### src/hdl/cms_pkg.sv
`timescale 1ns / 1ps
package cms_pkg;
  localparam int unsigned Window = 7;
  localparam int unsigned NChan = 3;
  localparam int unsigned FillW = $clog2(Window + 1);
  localparam int unsigned SlotW = $clog2(NChan * Window);
  localparam int unsigned MemDepth = NChan * Window;
  localparam logic [16:0] LevelSat = 17'd128000;
  localparam logic [25:0] Dividend = 26'd32768000;
  // ceil(2^21 / 3) and ceil(2^23 / 9), exact for the operand ranges in use
  localparam logic [19:0] Recip3 = 20'd699051;
  localparam logic [19:0] Recip9 = 20'd932068;

  localparam logic [2:0] RegAlpha = 3'd0;
  localparam logic [2:0] RegWhiteSpread = 3'd1;
  localparam logic [2:0] RegWhiteMean = 3'd2;
  localparam logic [2:0] RegBlackSpread = 3'd3;
  localparam logic [2:0] RegBlackMean = 3'd4;

  localparam logic [1:0] ClassWhite = 2'd0;
  localparam logic [1:0] ClassBlack = 2'd1;
  localparam logic [1:0] ClassOther = 2'd2;

  typedef struct packed {
    logic [7:0]  alpha;
    logic [16:0] white_spread_max;
    logic [16:0] white_mean_min;
    logic [16:0] black_spread_max;
    logic [16:0] black_mean_max;
  } cfg_t;

  typedef struct packed {
    logic [1:0]  channel;
    logic [15:0] period;
  } in_word_t;

  typedef struct packed {
    logic [1:0]  colour_class;
    logic [16:0] red_level;
    logic [16:0] green_level;
    logic [16:0] blue_level;
    logic [16:0] mean_level;
    logic [16:0] spread_level;
  } out_word_t;

  typedef enum logic [3:0] {
    StIdle, StRead, StSort, StEma, StDiv, StSum, StSqrt, StClass, StOut
  } state_e;
endpackage

### src/hdl/cms_div.sv
`timescale 1ns / 1ps
// restoring divider, one quotient bit per cycle: 26-bit dividend over 24-bit divisor
module cms_div (
  input  logic        clk_i,
  input  logic        rst_ni,
  input  logic        start_i,
  input  logic [23:0] divisor_i,
  output logic        done_o,
  output logic [16:0] level_o
);
  import cms_pkg::*;
  logic [4:0]  cnt_q, cnt_d;
  logic        busy_q, busy_d;
  logic [25:0] quo_q, quo_d;
  logic [24:0] rem_q, rem_d;
  logic [23:0] dvs_q, dvs_d;
  logic [26:0] num;
  logic [24:0] trial;
  logic        done_q, done_d;

  assign num = {1'b0, Dividend} + {4'd0, divisor_i[23:1]};

  always_comb begin
    busy_d = busy_q;
    cnt_d = cnt_q;
    quo_d = quo_q;
    rem_d = rem_q;
    dvs_d = dvs_q;
    done_d = 1'b0;
    trial = {rem_q[23:0], quo_q[25]};
    if (start_i) begin
      busy_d = 1'b1;
      cnt_d = 5'd26;
      quo_d = num[25:0];
      rem_d = {24'd0, num[26]};
      dvs_d = divisor_i;
    end else if (busy_q) begin
      quo_d = {quo_q[24:0], 1'b0};
      if (trial >= {1'b0, dvs_q}) begin
        rem_d = trial - {1'b0, dvs_q};
        quo_d[0] = 1'b1;
      end else begin
        rem_d = trial;
      end
      cnt_d = cnt_q - 5'd1;
      if (cnt_q == 5'd1) begin
        busy_d = 1'b0;
        done_d = 1'b1;
      end
    end
  end

  always_ff @(posedge clk_i or negedge rst_ni) begin
    if (!rst_ni) begin
      busy_q <= 1'b0;
      cnt_q <= '0;
      done_q <= 1'b0;
    end else begin
      busy_q <= busy_d;
      cnt_q <= cnt_d;
      done_q <= done_d;
    end
  end

  always_ff @(posedge clk_i) begin
    quo_q <= quo_d;
    rem_q <= rem_d;
    dvs_q <= dvs_d;
  end

  assign done_o = done_q;
  assign level_o = (dvs_q == 24'd0 || quo_q > {9'd0, LevelSat}) ? LevelSat : quo_q[16:0];
endmodule

### config.mk
export PLATFORM = sky130hd
export DESIGN_NAME = cms_div
export DESIGN_NICKNAME = d
export VERILOG_FILES = /design/src/hdl/cms_pkg.sv /design/src/hdl/cms_div.sv
export SDC_FILE = /design/constraint.sdc
export NUM_CORES = 1
export LEC_CHECK = 0
export BUFFER_PORTS_ARGS = -buffer_cell sky130_fd_sc_hd__buf_4
export CORE_UTILIZATION = 44
export CTS_BUF_LIST = sky130_fd_sc_hd__clkbuf_4
export DETAILED_ROUTE_END_ITERATION = 7
export HOLD_SLACK_MARGIN = 0.02
export PLACE_DENSITY = 0.63
export SYNTH_ARGS = -nofsm -noshare
export SYNTH_HDL_FRONTEND = slang
export SYNTH_SLANG_ARGS = --single-unit
export TNS_END_PERCENT = 30
### constraint.sdc
create_clock -name clk_i -period 3.4 [get_ports clk_i]
set_clock_uncertainty 0.15 [all_clocks]
set_input_delay 0.68 -clock clk_i [delete_from_list [all_inputs] [get_ports clk_i]]
set_output_delay 0.68 -clock clk_i [all_outputs]
set_load 0.005 [all_outputs]
Word-level counts from Yosys, hierarchy flattened. Index checks and enable logic that the tools add are counted.

Add/sub/neg operators: 3. $mul: 0. Div/mod/pow operators: 0. $lt $le $gt $ge: 2. Eq/ne operators: 1. Shift operators: 0. Mux-type cells: 15. Bitwise logic cells: 0. Reductions and logical operators: 3.

Operators by type and width (count): $mux W26 (2); $add A25 B23 Y26 const A (1); $gt A26 B17 Y1 const B (1); $ge A25 B24 Y1 (1); $logic_not A24 Y1 (1); $mux W24 (1); $sub A24 B24 Y24 (1); $mux W17 (1); $mux W5 (2); $mux W1 (9); $eq A5 B1 Y1 const B (1); $sub A5 B1 Y5 const B (1); $reduce_bool A2 Y1 (1); $logic_or A1 B1 Y1 (1).

Flip-flop bits (word level): 81. Latch bits: 0. Bits in writable memories: 0. Bits in read-only memories: 0. Input port bits: 27. Logic and storage cells: 31. Memories kept: 0.

Longest topological paths before layout.
Depth in word-level cells: 4. Mapped depth: 13.

Worst setup path after synthesis. OpenSTA, ideal clock, no wires.

Path type: register to register. Start: register dvs_q[18]. End: register quo_q[0], data pin. Library setup time: 260 ps. Data arrival time: 2511 ps. Data required time: 2990 ps. Setup slack: 479 ps. Cell stages (with the launch flop): 11. Buffers on the path: 1. Path through: edfxtp_1 -> inv_1 -> ha_1 -> and3_4 -> and2_4 -> a221o_1 -> or3_4 -> nor3_4 -> nor2_1 -> clkbuf_1 -> mux2_2.

Longest elaborated chain between the ends: 4.

Ends and longest elaborated chain: start, declared (RTL line cms_div.sv:16) `logic [23:0] dvs_q, dvs_d;`; start signal, assigned (RTL line cms_div.sv:68) `dvs_q <= dvs_d;`; $ge A25 B24 Y1 (RTL line cms_div.sv:39) `if (trial >= {1'b0, dvs_q}) begin`; $mux W1 (RTL line cms_div.sv:39); $mux W26 (RTL line cms_div.sv:37) `end else if (busy_q) begin`; $mux W26 (RTL line cms_div.sv:31) `if (start_i) begin`; net quo_d[0] (RTL line cms_div.sv:14) `logic [25:0] quo_q, quo_d;`; end signal, assigned (RTL line cms_div.sv:66) `quo_q <= quo_d;`; end, declared (RTL line cms_div.sv:14).

The timed path passes the listed nets, and every way through them passes these cells. The select of a mux whose other input is x is not followed. A chain may end at the register's enable or synchronous reset.

Worst setup path in the final report.
Start: register dvs_q[4]. End: output level_o[0].

Longest elaborated chain between the ends: 3.

Ends and longest elaborated chain: $logic_not A24 Y1 (RTL line cms_div.sv:72) `assign level_o = (dvs_q == 24'd0 || quo_q > {9'd0, LevelSat}) ? LevelSat : quo_q[16:0];`; $logic_or A1 B1 Y1 (RTL line cms_div.sv:72); $mux W17 (RTL line cms_div.sv:72); end, declared (RTL line cms_div.sv:9) `output logic [16:0] level_o`.

No other way between the ends.

==> results.sh <==
export IMPL_status="complete, no violations"
export IMPL_dp_hpwl_um=8450
export IMPL_cts_sinks=81
export IMPL_avgSynthCellArea_um2=9.86
export IMPL_grt_max_degree=30
export IMPL_vias_per_cell=5.67
export IMPL_dpl_instance_area_um2=5410
export IMPL_r2r_start="dvs_q[16]"
export IMPL_finalMaxSlewViolations=0
export IMPL_synth_ff_type="edfxtp_1"
export IMPL_wl_um=11700
export IMPL_die_y_um=108
export IMPL_synth_area_leaders="edfxtp_1 (31%), dfxtp_1 (9.3%), ha_1 (6.8%)"
export IMPL_design_area_um2=5580
export IMPL_async_reset_ff_share_pct=8.64
export IMPL_fin_setup_tns_ns=0
export IMPL_grt_pass1_vias=3689
export IMPL_syn_nets=556
export IMPL_cp_max_fo=11
export IMPL_holdPathStages=1
export IMPL_yosysWarnings=0
export IMPL_critPathRequiredTime_ns=2.57
export IMPL_drt_iter0_drc=277
export IMPL_initial_core_util_pct=45.4
export IMPL_rsz0062_at_grt="no"
export IMPL_hold_start="divisor_i[8]"
export IMPL_leakagePower_uw=0.00230
export IMPL_drive_gt1_share_pct=22.0
export IMPL_tightestPinTransition_ns=0.459
export IMPL_synth_distinct_cells=68
export IMPL_num_rows=38
export IMPL_fin_crit_sh_pct=93.5
export IMPL_hold_viol_final=0
export IMPL_synth_seq_cells=81
export IMPL_die_width_um=108
export IMPL_syn_inst=501
export IMPL_fin_crit_ns=3.18
export IMPL_syn_area_um2=4940
export IMPL_die_area_um2=11700
export IMPL_grt_pass1_wl_um=18800
export IMPL_cp_arrival_ns=2.35
export IMPL_h_tree_depth=3
export IMPL_cp_start_kind="flip-flop"
export IMPL_numCtsBuffers=9
export IMPL_antenna_left=0
export IMPL_track_usage_pct=21.2
export IMPL_cts_root_buf="clkbuf_4"
export IMPL_cts_buffer_depth=2
export IMPL_clock_fmax_ghz=0.314
export IMPL_worstSetupEndpointType="output port"
export IMPL_io_buffer_count=44
export IMPL_relSlewSlack_pct=68.6
export IMPL_powerDensity_nw_per_um2=350
export IMPL_post_drt_wl_per_cell_um=16.9
export IMPL_rrSetupSlack_ns=0.23
export IMPL_diodes=0
export IMPL_route_detailed_drc=0
export IMPL_ir_drop_uv=268
export IMPL_maxCapViolCount=0
export IMPL_synth_seq_area_share_pct=43.8
export IMPL_clkTransAtPathRegs_ns=0.15
export IMPL_num_nets_final=604
export IMPL_setup_viol=0
export IMPL_yosysTopAreaCell="edfxtp_1"
export IMPL_r2r_end="quo_q[0]"
export IMPL_antenna_found_initial=0
export IMPL_place_gp_congestion=0.899
export IMPL_dr_pass1_iters=4
export IMPL_clkLatencyLatePin_ns=0.46
export IMPL_synth_edff_count=51
export IMPL_grt_overflow_total=0
export IMPL_hp_class="input port to flip-flop"
export IMPL_cts_tree="done"
export IMPL_core_um2=10900
export IMPL_vias=3932
export IMPL_ios=45
export IMPL_hold_end="dvs_q[8]"
export IMPL_yosysTopAreaCellShare_pct=31.0
export IMPL_criticalPathCategory="flip-flop to output port"
export IMPL_syn2layout_area_growth_pct=13.0
export IMPL_rr_worst_depth=10
[per-stage QoR]
stage	instances	worst slack [ns]	power [µW]	util (%)	hold slack [ns]
finish	694	0.220	1950	51.3	0.250
floorplan	501	0.479	1360	-	0.234
CTS	690	0.100	1980	50.9	0.222
global placement	673	0.210	1450	49.7	0.326
detailed placement	673	0.164	1450	49.7	0.335
global route	694	0.0577	2060	51.3	0.217
[kinds of logic after synthesis]
group | share of synthesized area, %
adders and majority gates | 7.24
and+or+nand+nor | 18.6
xor gates and xnor gates | 3.19
AOI/OAI and AO/OA | 16.7
muxes | 5.42
DFF | 43.8
buffers and inverters | 5.04
[per-layer routing]
layer  wire length [µm]  GRT usage [%]  part of all wire (%)  vias up
met5                  0              0                     0        -
met3                616           3.98                   5.2       21
met4                302           8.51                   2.6        0
met1               5600           30.0                    48     1871
li1                   -              -                     -     1933
met2               5210           31.7                    44      107
[cells in the mapped netlist (3+ instances only)]
cell type	number
or2_2	4
buf_1	4
nor4_1	11
nand2_1	55
nand4_1	3
inv_1	37
o31a_1	3
a31oi_1	7
nor3_1	14
a21o_1	7
nor2b_1	6
dfrtp_1	7
ha_1	27
mux2_2	22
o21ai_0	21
nand3_1	14
nor2_1	40
or3_1	4
xor2_1	5
edfxtp_1	51
a311oi_1	5
a311oi_2	9
clkbuf_1	14
a21oi_1	18
nor3b_1	5
dfxtp_1	23
and2_1	11
a211oi_1	5
xnor2_1	13
o21a_1	8
[what timing repair did]
item                                    in CTS  in global routing
hold endpoints to repair                     7                  0
hold buffers                                 1                  0
gates cloned                                 0                  1
endpoints found under the setup margin      11                 24
pin swaps                                    0                  2
setup buffers                                0                  3
resized for setup                            1                  2
[cell type report]
| class | instances | area (µm²) |
|---|---|---|
| Multi-Input combinational cell | 362 | 2550 |
| Sequential cell | 81 | 2170 |
| Inverter | 37 | 139 |
| Timing Repair Buffer | 58 | 438 |
| Clock buffer | 10 | 75.1 |
| Fill cell | 1021 | 5300 |
| Tap cell | 140 | 175 |
| Clock inverter | 6 | 42.5 |
[state kept, by name, summed over array words and instances, names as in the netlist]
| name | count |
|---|---|
| done_o | 1 |
| dvs_q | 24 |
| quo_q | 26 |
| cnt_q | 5 |
| busy_q | 1 |
| rem_q | 24 |
[worst max-delay path by stage]
stage | startpoint | endpoint | slack [ns] | cells past startpoint
2_1_floorplan | dvs_q[18] | quo_q[0] | 0.48 | 10
3_3_place_gp | dvs_q[16] | rem_q[1] | 0.21 | 10
3_5_place_dp | dvs_q[16] | rem_q[16] | 0.16 | 10
4_1_cts | dvs_q[8] | level_o[0] | 0.10 | 6
5_1_grt | dvs_q[4] | level_o[0] | 0.06 | 6
6_report | dvs_q[4] | level_o[0] | 0.22 | 6
[where the power goes]
group | leakage (µW) | total (µW) | switching [µW] | internal [µW]
clock | 0.0000628 | 514 | 355 | 159
combinational | 0.00145 | 273 | 146 | 127
sequential | 0.000788 | 1170 | 47.2 | 1120
[worst max-delay path, stage by stage (launching register included)]
cell       delay, ns
edfxtp_1        0.47
nor4_1          0.40
nand4_1         0.19
o2111ai_2       0.35
nor2_2          0.15
and2_1          0.20
buf_4           0.13
[cell usage in the layout, fill, tap and decap left out, types with 4 or more instances in the layout]
master,instances
edfxtp_1,51
clkbuf_4,10
o21ai_0,21
nor3b_1,5
dfxtp_1,23
xnor2_1,13
o21a_1,8
nor2_1,39
a21o_1,7
buf_4,57
a211oi_1,5
dfrtp_1,7
a21oi_1,18
inv_1,37
nor3_1,14
nor4_1,10
nor2b_1,6
mux2_2,22
xor2_1,5
a31oi_1,7
a311oi_1,5
and2_1,11
or2_2,5
nand3_1,14
ha_1,27
nand2_1,55
a311oi_2,9
or3_1,4
Note: power is estimated with default switching activity, not from simulation.
