File: config.mk
export PLATFORM = sky130hd
export DESIGN_NAME = cms_sqrt
export DESIGN_NICKNAME = d
export VERILOG_FILES = /design/src/hdl/cms_pkg.sv /design/src/hdl/cms_sqrt.sv
export SDC_FILE = /design/constraint.sdc
export NUM_CORES = 1
export LEC_CHECK = 0
export BUFFER_PORTS_ARGS = -buffer_cell sky130_fd_sc_hd__clkbuf_2
export CAP_MARGIN = 20
export CORE_ASPECT_RATIO = 1.5
export CORE_MARGIN = 3
export CORE_UTILIZATION = 55
export CTS_BUF_LIST = sky130_fd_sc_hd__clkbuf_8
export CTS_CLUSTER_SIZE = 30
export DETAILED_ROUTE_END_ITERATION = 7
export PLACE_DENSITY = 0.88
export SYNTH_ARGS = -nofsm -noshare
export SYNTH_HDL_FRONTEND = slang
export SYNTH_SLANG_ARGS = --single-unit
export TNS_END_PERCENT = 1
File: constraint.sdc
create_clock -name clk_i -period 5.7 [get_ports clk_i]
set_input_delay 0.57 -clock clk_i [delete_from_list [all_inputs] [get_ports clk_i]]
set_output_delay 0.57 -clock clk_i [all_outputs]
set_load 0.01 [all_outputs]
File: src/hdl/cms_pkg.sv
`timescale 1ns / 1ps
package cms_pkg;
  localparam int unsigned Window = 7;
  localparam int unsigned NChan = 3;
  localparam int unsigned FillW = $clog2(Window + 1);
  localparam int unsigned SlotW = $clog2(NChan * Window);
  localparam int unsigned MemDepth = NChan * Window;
  localparam logic [16:0] LevelSat = 17'd128000;
  localparam logic [25:0] Dividend = 26'd32768000;
  // ceil(2^21 / 3) and ceil(2^23 / 9), exact for the operand ranges in use
  localparam logic [19:0] Recip3 = 20'd699051;
  localparam logic [19:0] Recip9 = 20'd932068;

  localparam logic [2:0] RegAlpha = 3'd0;
  localparam logic [2:0] RegWhiteSpread = 3'd1;
  localparam logic [2:0] RegWhiteMean = 3'd2;
  localparam logic [2:0] RegBlackSpread = 3'd3;
  localparam logic [2:0] RegBlackMean = 3'd4;

  localparam logic [1:0] ClassWhite = 2'd0;
  localparam logic [1:0] ClassBlack = 2'd1;
  localparam logic [1:0] ClassOther = 2'd2;

  typedef struct packed {
    logic [7:0]  alpha;
    logic [16:0] white_spread_max;
    logic [16:0] white_mean_min;
    logic [16:0] black_spread_max;
    logic [16:0] black_mean_max;
  } cfg_t;

  typedef struct packed {
    logic [1:0]  channel;
    logic [15:0] period;
  } in_word_t;

  typedef struct packed {
    logic [1:0]  colour_class;
    logic [16:0] red_level;
    logic [16:0] green_level;
    logic [16:0] blue_level;
    logic [16:0] mean_level;
    logic [16:0] spread_level;
  } out_word_t;

  typedef enum logic [3:0] {
    StIdle, StRead, StSort, StEma, StDiv, StSum, StSqrt, StClass, StOut
  } state_e;
endpackage

File: src/hdl/cms_sqrt.sv
`timescale 1ns / 1ps
// bit-pair integer square root, one result bit per cycle
module cms_sqrt (
  input  logic        clk_i,
  input  logic        rst_ni,
  input  logic        start_i,
  input  logic [39:0] rad_i,
  output logic        done_o,
  output logic [19:0] root_o
);
  import cms_pkg::*;
  logic [39:0] x_q, x_d;
  logic [39:0] res_q, res_d;
  logic [39:0] bit_q, bit_d;
  logic        busy_q, busy_d, done_q, done_d;

  always_comb begin
    x_d = x_q;
    res_d = res_q;
    bit_d = bit_q;
    busy_d = busy_q;
    done_d = 1'b0;
    if (start_i) begin
      x_d = rad_i;
      res_d = '0;
      bit_d = 40'd1 << 38;
      busy_d = 1'b1;
    end else if (busy_q) begin
      if (x_q >= res_q + bit_q) begin
        x_d = x_q - (res_q + bit_q);
        res_d = (res_q >> 1) + bit_q;
      end else begin
        res_d = res_q >> 1;
      end
      bit_d = bit_q >> 2;
      if (bit_q[0]) begin
        busy_d = 1'b0;
        done_d = 1'b1;
      end
    end
  end

  always_ff @(posedge clk_i or negedge rst_ni) begin
    if (!rst_ni) begin
      busy_q <= 1'b0;
      done_q <= 1'b0;
    end else begin
      busy_q <= busy_d;
      done_q <= done_d;
    end
  end

  always_ff @(posedge clk_i) begin
    x_q <= x_d;
    res_q <= res_d;
    bit_q <= bit_d;
  end

  assign done_o = done_q;
  assign root_o = res_q[19:0];
endmodule

== After elaboration in Yosys (flattened, before gate mapping) ==
Index checks and enable logic that the tools add are counted.
Cells by class
  add/sub/neg operators: 3
  order comparisons: 1
  muxes and demuxes: 10
  reduce and logical (&&, ||, !) cells: 3
Operators with widths (number)
  40-bit two-way mux: 4
  39-bit by 39-bit adder with 40-bit output: 1
  40-bit by 39-bit adder with 40-bit output: 1
  40-bit >= comparator: 1
  40-bit subtractor: 1
  1-bit two-way mux: 6
  2-bit nonzero test: 2
  2-bit AND reduction: 1
Storage, ports and cells
  register bits after elaboration: 102
  input port bits: 43
  output and inout port bits: 21
  logic and storage cells: 22

== Longest topological paths before layout ==
Gate-level depths: netlist (run 1).
  word-level depth: 5
  depth in mapped cells: 24
  depth with buffers taken out: 21

== Worst setup path after synthesis (run 1) ==
Ideal clock, no wire load.
  path kind: register to register
  start point: register res_q[0]
  end point: register x_q[0], enable pin
  library setup time: 396 ps
  arrival: 4990 ps
  required time: 5304 ps
  setup slack: 314 ps
  cell stages (with the launch flop): 21
  buffers on the path: 1
  period minus slack after synthesis: 5386 ps
  cells stage by stage: dfxtp_1 -> ha_1 -> ha_1 -> a211oi_1 -> o31ai_1 -> a2111o_1 -> a31oi_1 -> o31ai_1 -> o21a_1 -> and3_1 -> o21ai_1 -> xor2_1 -> ha_1 -> nand4_2 -> nor2_2 -> nand3_1 -> nor4_1 -> o211ai_1 -> nand3_1 -> clkbuf_1 -> a21o_1
On the way
  longest elaborated chain between the ends: 4
RTL lines
  start, declared: line cms_sqrt.sv:13  | logic [39:0] res_q, res_d;
  start signal, assigned: line cms_sqrt.sv:55  | res_q <= res_d;
  40-bit by 39-bit adder with 40-bit output: line cms_sqrt.sv:29  | if (x_q >= res_q + bit_q) begin
  40-bit >= comparator: line cms_sqrt.sv:29
  2-bit nonzero test (no line)
  2-bit AND reduction (no line)
  end signal, assigned: line cms_sqrt.sv:54  | x_q <= x_d;
  end, declared: line cms_sqrt.sv:12  | logic [39:0] x_q, x_d;
No other way between the ends.
A chain may end at the register's enable or synchronous reset.

== Worst setup path after layout (run 1) ==
  start point: register res_q[4]
  end point: register res_q[19]
On the way
  longest elaborated chain between the ends: 3
  elaborated cells on any way between the ends: 4
  those cells by class: add/sub: 2; order compare: 1; mux: 1
RTL lines (line)
  40-bit by 39-bit adder with 40-bit output: cms_sqrt.sv:29
  40-bit >= comparator: cms_sqrt.sv:29
  40-bit two-way mux *: cms_sqrt.sv:29
Mark *: on every way between the ends. The rest lies on a longest branch, timed or not.

==> results.ini, run 1 <==
[power]
p_comb_frac=0.626
seq_power_share=0.261
p_sw_frac=0.472
total_power_mw=4.60
irDropWorstVdd_mv=0.280
p_per_area_nw_per_um2=482
p_leak_nw=4.02
p_int_mw=2.43
power.switching_mw=2.17
power_frac_clock=0.113

[sta]
relSlewSlack=0.446
fin_crit_sh=0.928
setup_viol=0
worst_pin_slew_ps=831
clock_skew_ps=10.2
min_period_ps=5290
rsz0062_at_grt=no
fmax_mhz=189
finalHoldViolCount=0
setup_tns_ps=0
slew_violations=0

[floorplan]
rows=56
dieArea_um2=18000
die_h_um=163
initial_utilization=0.569
core_um2=15800
die_w_um=111
ioPinCount=64

[synthesis]
synthSimpleGateAreaFrac=0.164
synthMuxAreaShare=0.0387
yosys-top-cells-area=dfxtp_1 13%, edfxtp_1 13%, ha_1 11%
synth-edff-count=40
synth_compound_area_frac=0.266
yosysWarnings=0
synth.cell_area_um2=9010
synth-main-ff-cell=dfxtp_1
synth_top_area_frac=0.133
yosys.area_share.adder=0.116
synth_top_family_by_area=compound AO/OA/AOI/OAI gates
synth_seq_area_share=0.272
async_flop_share=0.0196
syn_nets=1229
synthCells=1103
yosysTopAreaCell=dfxtp_1
ys_ff_latch=102
synth_cell_type_count=77
yosys.area_share.xor_xnor=0.0836
postSynthAreaPerCell_um2=8.17

[final_layout]
diodes=0
drive_gt1_frac=0.118
n_fill_cell=1414
final_nets=1236
area_growth_pct=5.94
final_cells=1318

[clocking]
cts_made_buffers=9
cts-root-buf=clkbuf_8
clk_pin_slew_ps=110
cts.sinks=102
cts_tree=done
cts_buffer_depth=2
post-cts-setup-buffers=0
worst_skew_pair.late_latency_ps=390
h-tree-depth=3

[detailed_routing]
first_pass_iters=7
ant_nets=0
drcViolationCount=0
vias=8317
vias_per_cell=6.31
drt_iter0_markers=489
routed_wl_um=22900
wl_per_cell_um=17.4

[run_status]
status=finished clean

[setup_path]
critical_path.endpoint_type=register
arrival_ps=5570
path_cells=ha_1 > a21oi_1 > o31ai_2 > a2111o_1 > a31oi_2 > o31ai_2 > o21a_1 > and3_1 > o21ai_1 > xor2_1 > ha_1 > nand4_2 > nor2_2 > nand3_1 > nor4_1 > o211ai_1 > and3_1 > buf_12 > or3_1 > a311oi_1
path_max_fanout=53
slowest_delay_ps=480
crit_type=reg2reg
required_ps=5990
critPathLaunchType=register
critPathSlowestCell=a2111o_1

[placement]
globalplace.congestion=0.916
dp_cells=1301
hpwl_um=17200
portBuffers=63

[global_routing]
grtUsageTotal=0.252
grt_pass1_wl_um=38200
grt_max_degree=85
antenna_found_initial=0
grt_remaining_overflow=0
grt_pass1_vias=8257

[run]
drv_cap=0

[hold_path]
min_path_type=in2reg

-- power groups by stage --
stage | Combinational [mW] | Sequential, mW | Clock (mW)
4_1_cts | 2.84 | 1.20 | 0.525
5_1_grt | 3.19 | 1.22 | 0.553
3_5_place_dp | 2.81 | 1.21 | 0
3_3_place_gp | 2.77 | 1.21 | 0
6_report | 2.88 | 1.20 | 0.520
2_1_floorplan | 2.23 | 1.15 | 0
-- cell usage in the layout, fill, tap and decap left out, drive strengths merged, types with 12 or more instances in the layout --
| master | synthesis | routed |
|---|---|---|
| nand2 | 114 | 114 |
| o21ai | 107 | 107 |
| nor2 | 104 | 104 |
| ha | 82 | 82 |
| clkbuf | 45 | 72 |
| a21oi | 68 | 68 |
| dfxtp | 60 | 60 |
| xnor2 | 46 | 46 |
| xor2 | 40 | 40 |
| edfxtp | 40 | 40 |
| inv | 37 | 39 |
| a31oi | 34 | 34 |
| a21o | 28 | 28 |
| mux2i | 27 | 27 |
| a211oi | 24 | 24 |
| nor3 | 20 | 20 |
| nand4 | 19 | 19 |
| nand3 | 13 | 13 |
| a311oi | 13 | 13 |
| or3 | 12 | 12 |
-- synth_stat cells (4+ instances only) --
| master | instances |
|---|---|
| nor2b_1 | 6 |
| xor2_1 | 40 |
| o21ai_0 | 96 |
| buf_4 | 21 |
| clkbuf_1 | 43 |
| mux2_2 | 7 |
| nor2_1 | 103 |
| o21bai_1 | 9 |
| o21a_1 | 11 |
| buf_2 | 11 |
| o211ai_1 | 11 |
| a21oi_1 | 67 |
| o21ai_1 | 10 |
| nand3_1 | 13 |
| a311oi_1 | 13 |
| a31o_2 | 5 |
| ha_1 | 82 |
| nand2_1 | 114 |
| mux2i_1 | 27 |
| a211oi_1 | 20 |
| dfxtp_1 | 60 |
| or2_2 | 4 |
| and3_1 | 11 |
| inv_1 | 37 |
| a211oi_2 | 4 |
| edfxtp_1 | 40 |
| nand4_1 | 17 |
| a31oi_1 | 32 |
| or3_1 | 12 |
| xnor2_1 | 46 |
| a21o_1 | 28 |
| nor3_1 | 17 |
| o31ai_1 | 8 |
| and2_1 | 5 |
| a221oi_1 | 8 |
-- kinds of logic (layout without fill, tap and decap cells) --
kind of cell,count (synthesis),in the layout
DFF,102,102
AOI/OAI and AO/OA,361,361
muxes,34,34
xor gates and xnor gates,86,86
buffers and inverters,115,127
adders and majority gates,83,83
and+or+nand+nor,322,322
-- layout make-up --
cell class	count	area [um2]	area share
clock buffers	10	138	0.0144
clock inverters	6	76.3	0.00799
inverters	37	139	0.0145
multi-input cells	886	6050	0.633
flip-flops and latches	102	2450	0.257
well taps	203	254	0.0266
repair buffers	74	440	0.0461
-- stage by stage --
step           utilization  hold WS, ps  cell area (um2)  worst slack (ps)
2_1_floorplan            -          274             9010               314
3_3_place_gp         0.587          358             9300               586
3_5_place_dp         0.587          358             9300               390
4_1_cts              0.602          443             9530               281
5_1_grt              0.603          452             9550              39.8
6_report             0.603          453             9550               412
-- critical path, delay by kind of cell, from the launching register on --
kind	cells	cell delay, ps
XOR/XNOR	1	100
adder cells (fa/ha/maj)	2	770
AO/OA/AOI/OAI	9	2140
buffers and inverters	1	180
AND/OR/NAND/NOR	7	1490
flip-flops	1	470
-- final timing paths --
kind	end	startpoint	depth (start not counted)	slack, ps
worst max-delay path	res_q[19]	res_q[4]	20	410
worst min-delay path	x_q[3]	rad_i[3]	3	450
worst max register to register	res_q[19]	res_q[4]	20	410
worst min register to register	res_q[0]	res_q[0]	2	540
max in group asynchronous	busy_q	rst_ni	2	5120
min in group asynchronous	busy_q	rst_ni	2	470
-- layer usage --
metal	share of wire	GRT usage	vias to the layer above
li1	-	-	4063
met1	0.39	0.266	3917
met2	0.53	0.483	248
met3	0.036	0.0286	89
met4	0.053	0.137	0
met5	0	0	-
-- timing repair --
item                                    CTS  global route
hold buffers                              1             0
endpoints found under the hold margin     2             0
resized for setup                         0             4
endpoints found under the setup margin    0            56
-- flip-flops by register name (all words and copies together), names as in the netlist --
name and count:
res_q 40, x_q 40, bit_q 20, busy_q 1
done_o 1
Note: power is estimated with default switching activity, not from simulation.
==> run 2, diff against run 1 <==
- BUFFER_PORTS_ARGS: -buffer_cell sky130_fd_sc_hd__clkbuf_2 -> -buffer_cell sky130_fd_sc_hd__buf_2
- SETUP_SLACK_MARGIN: not set -> 0.1
==> run 2 against run 1 <==
Wire length grew 1.8%. Register-to-register slack improved by 100 ps. Clock skew is 11 ps higher. Sequential cell count is the same. Clock power fell by 11%. Combinational power is essentially flat. Critical path depth is the same. Non-clock buffer count is the same. Die area unchanged.
==> results.ini, run 2 (synthesized netlist as in run 1, its figures left out) <==
[power]
total_power_mw=4.54
p_per_area_nw_per_um2=478
p_leak_nw=4.01
irDropWorstVdd_mv=0.253

[detailed_routing]
ant_nets=0
vias_per_cell=6.30
vias=8303
first_pass_iters=5
drcViolationCount=0
wl_per_cell_um=17.7
drt_iter0_markers=476
routed_wl_um=23300

[placement]
dp_cells=1301
hpwl_um=17500
portBuffers=63
globalplace.congestion=0.939

[final_layout]
final_cells=1318
final_nets=1236
area_growth_pct=5.57
reg_top3=res_q x40, x_q x40, bit_q x20
layout_common_cells=114 x nand2_1, 103 x nor2_1, 96 x o21ai_0, 82 x ha_1, 67 x a21oi_1
final_common_cell=nand2_1
drive_gt1_frac=0.118
diodes=0

[hold_path]
hold_path_end=x_q[2]
min_path_type=in2reg
min-delay-start=rad_i[2]
hold_path_depth=3

[clocking]
cts-root-buf=clkbuf_8
clk_pin_slew_ps=120
cts_made_buffers=9
worst_skew_pair.late_latency_ps=400
cts_tree=done
post-cts-setup-buffers=0
cts.sinks=102
cts_buffer_depth=2
h-tree-depth=3

[setup_path]
critPathSlowestCell=a2111o_1
path_max_fanout=53
arrival_ps=5490
path_cells=ha_1 > a211oi_2 > o31ai_2 > a2111o_1 > a31oi_2 > o31ai_2 > o21a_1 > and3_1 > o21ai_1 > xor2_1 > ha_1 > nand4_2 > nor2_2 > nand3_1 > nor4_1 > o211ai_1 > and3_1 > buf_12 > or3_1 > a311oi_1
slowest_delay_ps=490
critical_path.endpoint_type=register
crit_type=reg2reg
rrSetupSlack_ps=520
r2r-start=res_q[2]
r2r-end=res_q[7]
r2r_cells=20
critPathLaunchType=register
required_ps=6010

[floorplan]
core_um2=15800
die_h_um=163
die_w_um=111
rows=56
dieArea_um2=18000
ioPinCount=64
initial_utilization=0.569

[sta]
setup_viol=0
min_period_ps=5180
worst_pin_slew_ps=841
setup_tns_ps=0
relSlewSlack=0.439
slew_violations=0
finalHoldViolCount=0
fin_crit_sh=0.910
fmax_mhz=193
rsz0062_at_grt=no
clock_skew_ps=21.3

[run_status]
status=finished clean

[run]
drv_cap=0

[global_routing]
antenna_found_initial=0
grt_remaining_overflow=0
grt_max_degree=80
grt_pass1_wl_um=38100
grtUsageTotal=0.253
grt_pass1_vias=8203

## run 2: cell count changes in the layout (fill, tap and decap cells not counted), sizes merged
cell,previous run,this run
clkbuf,72,9
buf,11,73
inv,39,41
bufinv,1,0
clkinv,3,2
clkinvlp,0,1
## run 2: cell type report
| class | count | area [um2] |
|---|---|---|
| fillers | 1444 | 6320 |
| multi-input cells | 886 | 6050 |
| flip-flops and latches | 102 | 2450 |
| repair buffers | 74 | 440 |
| well taps | 203 | 254 |
| inverters | 37 | 139 |
| clock buffers | 9 | 124 |
| clock inverters | 7 | 56.3 |
## run 2: worst max-delay path: cells and delay by family, from the launching register on
kind / cells / cell delay (ps)
compound gates: 9 / 2140
xor+xnor: 1 / 80
fa+ha+maj: 2 / 810
buf+inv: 1 / 200
flops: 1 / 380
simple gates: 7 / 1450
## run 2: routing by layer
metal | track usage | share of wire | wire length (um)
met1 | 0.263 | 0.37 | 8730
met2 | 0.489 | 0.53 | 12400
met3 | 0.0242 | 0.040 | 940
met4 | 0.143 | 0.053 | 1240
met5 | 0 | 0 | 0
## run 2: what timing repair did
item	4_1_cts	5_1_grt
gates resized for setup	0	4
setup endpoints to repair	0	64
endpoints found under the hold margin	2	0
hold buffers	1	0
## run 2: how the worst max path moves through the flow
stage	cells after the start	endpoint	slack (ps)	from
after floorplan	20	x_q[0]	310	res_q[0]
after global placement	21	res_q[3]	600	bit_q[0]
after detailed placement	21	res_q[7]	360	bit_q[0]
after CTS	21	res_q[7]	290	bit_q[0]
after global routing	20	res_q[7]	120	res_q[2]
final	20	res_q[7]	520	res_q[2]
## run 2: per-stage QoR
step | hold WS [ps] | util | setup WS, ps | area, um2
2_1_floorplan | 274 | - | 314 | 9010
3_3_place_gp | 356 | 0.587 | 602 | 9300
3_5_place_dp | 357 | 0.587 | 356 | 9300
4_1_cts | 438 | 0.599 | 292 | 9490
5_1_grt | 457 | 0.601 | 122 | 9510
6_report | 444 | 0.601 | 516 | 9510
## run 2: power by group
part	internal, mW	switching [mW]	total (mW)
clock	0.166	0.298	0.464
combinational	1.16	1.72	2.88
sequential	1.05	0.153	1.20
